`config.mk`:
```
export PLATFORM = sky130hd
export DESIGN_NAME = keypad_scan_press_duration_core_flat
export DESIGN_NICKNAME = d
export VERILOG_FILES = /design/src/kpsd_pkg.sv /design/src/kpsd_stream_if.sv /design/src/keypad_scan_press_duration_core.sv /design/src/flat_wrapper.sv
export SDC_FILE = /design/constraint.sdc
export NUM_CORES = 1
export LEC_CHECK = 0
export BUFFER_PORTS_ARGS = -buffer_cell sky130_fd_sc_hd__buf_2
export CAP_MARGIN = 20
export CORE_UTILIZATION = 50
export DETAILED_ROUTE_END_ITERATION = 8
export PLACE_DENSITY_LB_ADDON = 0.12
export SYNTH_ARGS = -nofsm -noshare
export SYNTH_HDL_FRONTEND = slang
export SYNTH_SLANG_ARGS = --single-unit
```
`constraint.sdc`:
```
create_clock -name clk -period 2.1 [get_ports clk]
set_input_delay 0.63 -clock clk [delete_from_list [all_inputs] [get_ports clk]]
set_output_delay 0.63 -clock clk [all_outputs]
set_load 0.01 [all_outputs]
```
`src/kpsd_pkg.sv`:
```
`timescale 1ns / 1ps

package kpsd_pkg;

  localparam int COL_W   = 3;
  localparam int ROW_W   = 4;
  localparam int KEY_W   = 4;
  localparam int CLASS_W = 2;
  localparam int COUNT_W = 16;
  localparam int LIMIT_W = 16;
  localparam int APB_AW  = 4;
  localparam int APB_DW  = 32;

  typedef logic [1:0] reg_idx_t;

  localparam reg_idx_t REG_SHORT_LIMIT  = 2'd0;
  localparam reg_idx_t REG_MEDIUM_LIMIT = 2'd1;
  localparam reg_idx_t REG_LONG_LIMIT   = 2'd2;

  localparam logic [LIMIT_W-1:0] SHORT_LIMIT_RESET  = 16'd10000;
  localparam logic [LIMIT_W-1:0] MEDIUM_LIMIT_RESET = 16'd25000;
  localparam logic [LIMIT_W-1:0] LONG_LIMIT_RESET   = 16'd40000;

  localparam logic [KEY_W-1:0] KEY_STAR = 4'd10;
  localparam logic [KEY_W-1:0] KEY_HASH = 4'd11;

  localparam logic [CLASS_W-1:0] CLASS_SHORT  = 2'd0;
  localparam logic [CLASS_W-1:0] CLASS_MEDIUM = 2'd1;
  localparam logic [CLASS_W-1:0] CLASS_LONG   = 2'd2;
  localparam logic [CLASS_W-1:0] CLASS_HELD   = 2'd3;

  // Indexed by column, then row, both counted from zero.
  localparam logic [KEY_W-1:0] KEY_MAP [0:2][0:3] = '{
    '{4'd1, 4'd4, 4'd7, KEY_STAR},
    '{4'd2, 4'd5, 4'd8, 4'd0},
    '{4'd3, 4'd6, 4'd9, KEY_HASH}
  };

endpackage

```
`src/kpsd_stream_if.sv`:
```
`timescale 1ns / 1ps

interface kpsd_in_if;
  import kpsd_pkg::*;

  logic               valid;
  logic               ready;
  logic [COL_W-1:0]   col_lines;
  logic [ROW_W-1:0]   row_lines;

  modport source (output valid, output col_lines, output row_lines, input ready);
  modport sink (input valid, input col_lines, input row_lines, output ready);
endinterface

interface kpsd_out_if;
  import kpsd_pkg::*;

  logic               valid;
  logic               ready;
  logic [KEY_W-1:0]   key_code;
  logic [CLASS_W-1:0] duration_class;
  logic [COUNT_W-1:0] press_count;

  modport source (output valid, output key_code, output duration_class,
                  output press_count, input ready);
  modport sink (input valid, input key_code, input duration_class,
                input press_count, output ready);
endinterface

```
`src/keypad_scan_press_duration_core.sv`:
```
`timescale 1ns / 1ps

// Keypad scanner with press duration classification.
// The in_ch channel takes one word per poll tick: the active-low column and
// row lines of a 3x4 keypad. While any column is low the key is encoded and
// the hold counter runs; the first tick with all columns high after a press
// yields one word on out_ch with the key code, a duration class and the count.
// Ticks that end no press yield nothing.
// An accepted word is held in an input register, is evaluated against the held
// key state and, if it ends a press, is placed in the result register, which
// presents it on out_ch.
// One word is taken every cycle; the single input register and the result
// register set that rate, and the input side is held off only while the
// result register holds a word that out_ch has not yet taken.
// The user must write the three limits through the APB port while the block is
// idle; the block does not enforce this. Reset restores the default limits,
// clears the press state and empties both registers.
module keypad_scan_press_duration_core (
  input  logic                          clk,
  input  logic                          rst,
  input  logic                          psel,
  input  logic                          penable,
  input  logic                          pwrite,
  input  logic [kpsd_pkg::APB_AW-1:0]   paddr,
  input  logic [kpsd_pkg::APB_DW-1:0]   pwdata,
  output logic [kpsd_pkg::APB_DW-1:0]   prdata,
  output logic                          pready,
  kpsd_in_if.sink                       in_ch,
  kpsd_out_if.source                    out_ch
);
  import kpsd_pkg::*;

  logic [LIMIT_W-1:0] short_limit;
  logic [LIMIT_W-1:0] medium_limit;
  logic [LIMIT_W-1:0] long_limit;
  reg_idx_t           reg_idx;
  logic               reg_write;

  logic               s1_valid;
  logic [COL_W-1:0]   s1_cols;
  logic [ROW_W-1:0]   s1_rows;
  logic               s1_advance;

  logic               held_flag;
  logic               held_flag_next;
  logic               row_seen;
  logic               row_seen_next;
  logic [1:0]         row_sel;
  logic [1:0]         row_sel_next;
  logic [KEY_W-1:0]   last_key;
  logic [KEY_W-1:0]   last_key_next;
  logic [COUNT_W-1:0] hold_count;
  logic [COUNT_W-1:0] hold_count_next;

  logic               pressed;
  logic               emit;
  logic [1:0]         col_sel;
  logic               row_hit;
  logic [1:0]         row_enc;
  logic [CLASS_W-1:0] class_now;

  logic               out_valid;
  logic [KEY_W-1:0]   out_key;
  logic [CLASS_W-1:0] out_class;
  logic [COUNT_W-1:0] out_count;

  assign pready    = 1'b1;
  assign reg_idx   = paddr[3:2];
  assign reg_write = psel && penable && pwrite;

  always_ff @(posedge clk) begin
    if (rst) begin
      short_limit  <= SHORT_LIMIT_RESET;
      medium_limit <= MEDIUM_LIMIT_RESET;
      long_limit   <= LONG_LIMIT_RESET;
    end else if (reg_write) begin
      unique case (reg_idx)
        REG_SHORT_LIMIT:  short_limit  <= pwdata[LIMIT_W-1:0];
        REG_MEDIUM_LIMIT: medium_limit <= pwdata[LIMIT_W-1:0];
        REG_LONG_LIMIT:   long_limit   <= pwdata[LIMIT_W-1:0];
        default: ;
      endcase
    end
  end

  always_comb begin
    unique case (reg_idx)
      REG_SHORT_LIMIT:  prdata = {{(APB_DW-LIMIT_W){1'b0}}, short_limit};
      REG_MEDIUM_LIMIT: prdata = {{(APB_DW-LIMIT_W){1'b0}}, medium_limit};
      REG_LONG_LIMIT:   prdata = {{(APB_DW-LIMIT_W){1'b0}}, long_limit};
      default:          prdata = '0;
    endcase
  end

  assign s1_advance  = s1_valid && (!out_valid || out_ch.ready);
  assign in_ch.ready = !s1_valid || s1_advance;

  always_ff @(posedge clk) begin
    if (rst) begin
      s1_valid <= 1'b0;
    end else if (in_ch.ready) begin
      s1_valid <= in_ch.valid;
    end
  end

  always_ff @(posedge clk) begin
    if (in_ch.valid && in_ch.ready) begin
      s1_cols <= in_ch.col_lines;
      s1_rows <= in_ch.row_lines;
    end
  end

  always_comb begin
    pressed = s1_cols != '1;
    row_hit = s1_rows != '1;

    priority if (!s1_cols[0]) begin
      col_sel = 2'd0;
    end else if (!s1_cols[1]) begin
      col_sel = 2'd1;
    end else begin
      col_sel = 2'd2;
    end

    priority if (!s1_rows[0]) begin
      row_enc = 2'd0;
    end else if (!s1_rows[1]) begin
      row_enc = 2'd1;
    end else if (!s1_rows[2]) begin
      row_enc = 2'd2;
    end else begin
      row_enc = 2'd3;
    end

    priority if (hold_count <= short_limit) begin
      class_now = CLASS_SHORT;
    end else if (hold_count <= medium_limit) begin
      class_now = CLASS_MEDIUM;
    end else if (hold_count <= long_limit) begin
      class_now = CLASS_LONG;
    end else begin
      class_now = CLASS_HELD;
    end
  end

  always_comb begin
    held_flag_next  = held_flag;
    row_seen_next   = row_seen;
    row_sel_next    = row_sel;
    last_key_next   = last_key;
    hold_count_next = hold_count;
    emit            = 1'b0;
    if (pressed) begin
      if (row_hit) begin
        row_seen_next = 1'b1;
        row_sel_next  = row_enc;
      end
      if (row_seen_next) begin
        last_key_next = KEY_MAP[col_sel][row_sel_next];
      end
      held_flag_next = 1'b1;
      if (hold_count != '1) begin
        hold_count_next = hold_count + 1'b1;
      end
    end else if (held_flag) begin
      emit            = 1'b1;
      held_flag_next  = 1'b0;
      hold_count_next = '0;
    end
  end

  always_ff @(posedge clk) begin
    if (rst) begin
      held_flag  <= 1'b0;
      row_seen   <= 1'b0;
      row_sel    <= '0;
      last_key   <= '0;
      hold_count <= '0;
    end else if (s1_advance) begin
      held_flag  <= held_flag_next;
      row_seen   <= row_seen_next;
      row_sel    <= row_sel_next;
      last_key   <= last_key_next;
      hold_count <= hold_count_next;
    end
  end

  always_ff @(posedge clk) begin
    if (rst) begin
      out_valid <= 1'b0;
    end else if (s1_advance) begin
      out_valid <= emit;
    end else if (out_ch.ready) begin
      out_valid <= 1'b0;
    end
  end

  always_ff @(posedge clk) begin
    if (s1_advance && emit) begin
      out_key   <= last_key;
      out_class <= class_now;
      out_count <= hold_count;
    end
  end

  assign out_ch.valid          = out_valid;
  assign out_ch.key_code       = out_key;
  assign out_ch.duration_class = out_class;
  assign out_ch.press_count    = out_count;

  // A press in progress always has a non-zero, saturating count.
  a_held_count: assert property (@(posedge clk) disable iff (rst)
    held_flag == (hold_count != '0))
    else $error("press flag and hold count disagree");

  a_key_range: assert property (@(posedge clk) disable iff (rst)
    out_valid |-> (out_key <= KEY_HASH))
    else $error("key code out of range");

  a_count_nonzero: assert property (@(posedge clk) disable iff (rst)
    out_valid |-> (out_count != '0))
    else $error("released press reported with zero count");

  a_stage_hold: assert property (@(posedge clk) disable iff (rst)
    (s1_valid && !s1_advance) |=> s1_valid)
    else $error("input word dropped while stalled");

  a_reset_empty: assert property (@(posedge clk)
    $past(rst) |-> (!out_valid && !s1_valid && !held_flag))
    else $error("registers not empty after reset");

endmodule
```
`src/flat_wrapper.sv`:
```
// flat-port wrapper written by rule: the top's interface ports become plain ports
module keypad_scan_press_duration_core_flat import kpsd_pkg::*;
  (clk, rst, psel, penable, pwrite, paddr, pwdata, prdata, pready, in_ch_valid, in_ch_col_lines, in_ch_row_lines, in_ch_ready, out_ch_valid, out_ch_key_code, out_ch_duration_class, out_ch_press_count, out_ch_ready);
  kpsd_in_if in_ch_i ();
  kpsd_out_if out_ch_i ();
  input  logic clk;
  input  logic rst;
  input  logic psel;
  input  logic penable;
  input  logic pwrite;
  input  logic [kpsd_pkg::APB_AW-1:0] paddr;
  input  logic [kpsd_pkg::APB_DW-1:0] pwdata;
  output logic [kpsd_pkg::APB_DW-1:0] prdata;
  output logic pready;
  input wire logic [$bits(in_ch_i.valid)-1:0] in_ch_valid;
  input wire logic [$bits(in_ch_i.col_lines)-1:0] in_ch_col_lines;
  input wire logic [$bits(in_ch_i.row_lines)-1:0] in_ch_row_lines;
  output wire logic [$bits(in_ch_i.ready)-1:0] in_ch_ready;
  output wire logic [$bits(out_ch_i.valid)-1:0] out_ch_valid;
  output wire logic [$bits(out_ch_i.key_code)-1:0] out_ch_key_code;
  output wire logic [$bits(out_ch_i.duration_class)-1:0] out_ch_duration_class;
  output wire logic [$bits(out_ch_i.press_count)-1:0] out_ch_press_count;
  input wire logic [$bits(out_ch_i.ready)-1:0] out_ch_ready;
  assign in_ch_i.valid = in_ch_valid;
  assign in_ch_i.col_lines = in_ch_col_lines;
  assign in_ch_i.row_lines = in_ch_row_lines;
  assign in_ch_ready = in_ch_i.ready;
  assign out_ch_valid = out_ch_i.valid;
  assign out_ch_key_code = out_ch_i.key_code;
  assign out_ch_duration_class = out_ch_i.duration_class;
  assign out_ch_press_count = out_ch_i.press_count;
  assign out_ch_i.ready = out_ch_ready;
  keypad_scan_press_duration_core u_core (.clk(clk), .rst(rst), .psel(psel), .penable(penable), .pwrite(pwrite), .paddr(paddr), .pwdata(pwdata), .prdata(prdata), .pready(pready), .in_ch(in_ch_i), .out_ch(out_ch_i));
endmodule
```
==> qor.yml <==
outcome: "complete, no violations"
dr.pass1.iters: 5
syn2layout_area_growth_pct: 19.49
cts-root-buf: "clkbuf_8"
gp_congestion: 0.8419
worst-path-max-fanout: 4
crit_required_ns: 2.24
synth_edf_count: 29
layout-drive-gt1-share: 0.2453
numPortBuffers: 71
die_area_um2: 11420
worstMarginPinSlew_ns: 0.6952
nets: 840
fin_skew_ns: 0.007059
grt_pass1_wl_mm: 22.56
insertion_delay_ns: 0.38
cp.arrival_ns: 2.24
htreeDepth: 3
yosysUniqueCellTypes: 51
grt_usage: 0.2530
finalCritPeriodShare: 0.9970
startpoint_type: "flip-flop"
max_stage_delay_ns: 0.47
drv_cap: 0
die_height_um: 106.9
setup_violations: 0
endpoint_kind: "flip-flop"
maxSlewViolCount: 0
grt_pass1_vias: 4688
fmax_mhz: 477.6
grt_antenna_before_repair: 0
rsz0062_at_grt: "yes"
io-pin-count: 107
setup-tns-final_ns: 0
grt_max_degree: 57
cp_cell_sequence: "ha_1, nand4_1, or4_4, o221ai_2, o21ai_2, o21ba_4"
synth_area_um2: 5500
routedWlPerCell_um: 15.99
die_w_um: 106.9
slowest_stage: "or4_4"
hold_slack_ns: 0.4193
drtIter0Drc: 273
period_minus_slack_ns: 2.094
slew_headroom: 0.5337
clockBufferDepth: 2
path_class: "reg2reg"
hold_viol_final: 0
cts_tree: "yes"
num_rows: 37
synthCells: 636
core-area_um2: 10510
synthFlopType: "dfxtp_1"
drcViolationCount: 0
vdd_drop_max_mv: 0.4219
drt_wl_total_mm: 14.10
p_per_area_nw_per_um2: 561.1
ff2ff_path_depth: 6
overflow: 0
cts.reportedPaths.clkPinSlew_ns: 0.09
synth_area_per_cell_um2: 8.648
ant_nets: 0
ys_seq_area_frac: 0.4277
dp_hpwl_mm: 10.43
ys_ff_latch: 103
yosys_warnings: 0
numCtsBuffers: 9
vias_per_cell: 5.544
antenna_cells: 0
holdPathStages: 1
hold_path_class: "in2reg"
clkSinkCount: 103
start_util: 0.5234
leakagePower_uw: 0.002807
dr_total_vias: 4890
utilization: 0.6254
async_flop_share: 0
worst max-delay path, delay by kind of cell (launching register included):
| family | cells | cell delay [ns] |
|---|---|---|
| AND/OR/NAND/NOR | 2 | 0.62 |
| AO/OA/AOI/OAI | 3 | 0.53 |
| flip-flops | 1 | 0.39 |
| adder cells (fa/ha/maj) | 1 | 0.33 |
worst paths after layout:
kind,to,startpoint,slack (ns)
min,u_core.s1_rows[2],in_ch_row_lines[2],0.42
max reg2reg,u_core.out_ch.duration_class[0],u_core.hold_count[15],0.006
min reg2reg,u_core.out_ch.key_code[1],u_core.last_key[1],0.44
max,u_core.out_ch.duration_class[0],u_core.hold_count[15],0.006
sequential cells by signal (all words and copies together) (netlist names):
signal                        flops
u_core.row_seen                   1
u_core.last_key                   4
u_core.held_flag                  1
u_core.s1_valid                   1
u_core.out_ch.duration_class      2
u_core.row_sel                    2
u_core.short_limit               16
u_core.hold_count                16
u_core.out_ch.press_count        16
u_core.s1_cols                    3
u_core.s1_rows                    4
u_core.out_ch.key_code            4
u_core.medium_limit              16
u_core.long_limit                16
u_core.out_ch.valid               1
cell type report:
cell class	instances	area (µm²)
inverters	51	191.4
repair buffers	120	726.9
flip-flops and latches	103	2374
well taps	136	170.2
fillers	938	3936
clock inverters	7	63.81
clock buffers	9	123.9
multi-input cells	456	2923
power breakdown:
group,internal [µW],switching [µW],leakage [µW]
registers,2070,27.6,0.000890
logic,129,211,0.00182
clock network,542,705,0.0000941
logic make-up (layout without fill, tap and decap cells):
group / Yosys count / count (layout) / share of synthesized area
and+or+nand+nor: 222 / 222 / 0.1854
DFF: 103 / 103 / 0.4277
buffers and inverters: 92 / 187 / 0.07529
AOI/OAI and AO/OA: 150 / 150 / 0.1658
other: 2 / 17 / 0.001365
muxes: 18 / 18 / 0.03298
adders and majority gates: 49 / 49 / 0.1115
cell usage in the layout (no fill, tap or decap), drive strengths merged, types with 8 or more instances in the layout:
master	count
nand2	126
buf	120
dfxtp	74
a21oi	68
inv	50
ha	49
edfxtp	29
o21ai	28
nor2	26
nand3	19
o211ai	19
mux2i	17
conb	17
nand4	13
clkbuf	9
nor3	9
a311oi	8
a31oi	8
cell usage after synthesis (7+ instances only):
cell      count  area, µm²
a31oi_1       7      43.79
ha_1         49      613.1
nor3_1        8      40.04
inv_1        50      187.7
buf_4        17      127.6
o21ai_0      28      140.1
nand3_1      19      95.09
nand4_1      12      75.07
clkbuf_1     19      71.32
o211ai_1     19      142.6
dfxtp_1      74       1481
nor2_1       26      97.59
a311oi_1      8      70.07
edfxtp_1     29      870.8
nand2_1     126      473.0
a21oi_1      68      340.3
mux2i_1      17      170.2
repair_timing:
action                     4_1_cts  5_1_grt
setup buffers                    0        2
setup endpoints to repair        9       25
hold buffers                     0        0
pin swaps                        0       13
resized for setup                5       35
layer usage:
layer / routed length (µm) / global-route usage / part of all wire
met1: 6313 / 0.3314 / 0.45
met2: 6774 / 0.4189 / 0.48
met3: 749 / 0.03830 / 0.053
met4: 265 / 0.09883 / 0.019
met5: 0 / 0 / 0
through the flow:
step	cells	setup slack (ns)	total power [µW]	area [µm²]
after global routing	882	-0.04096	3814	6573
after CTS	880	0.007114	3703	6416
after floorplan	651	0.01749	2365	5559
after global placement	864	-0.01026	2471	6222
after detailed placement	864	-0.04650	2482	6222
final	882	0.006367	3688	6573
(Power assumes the default switching activity.)
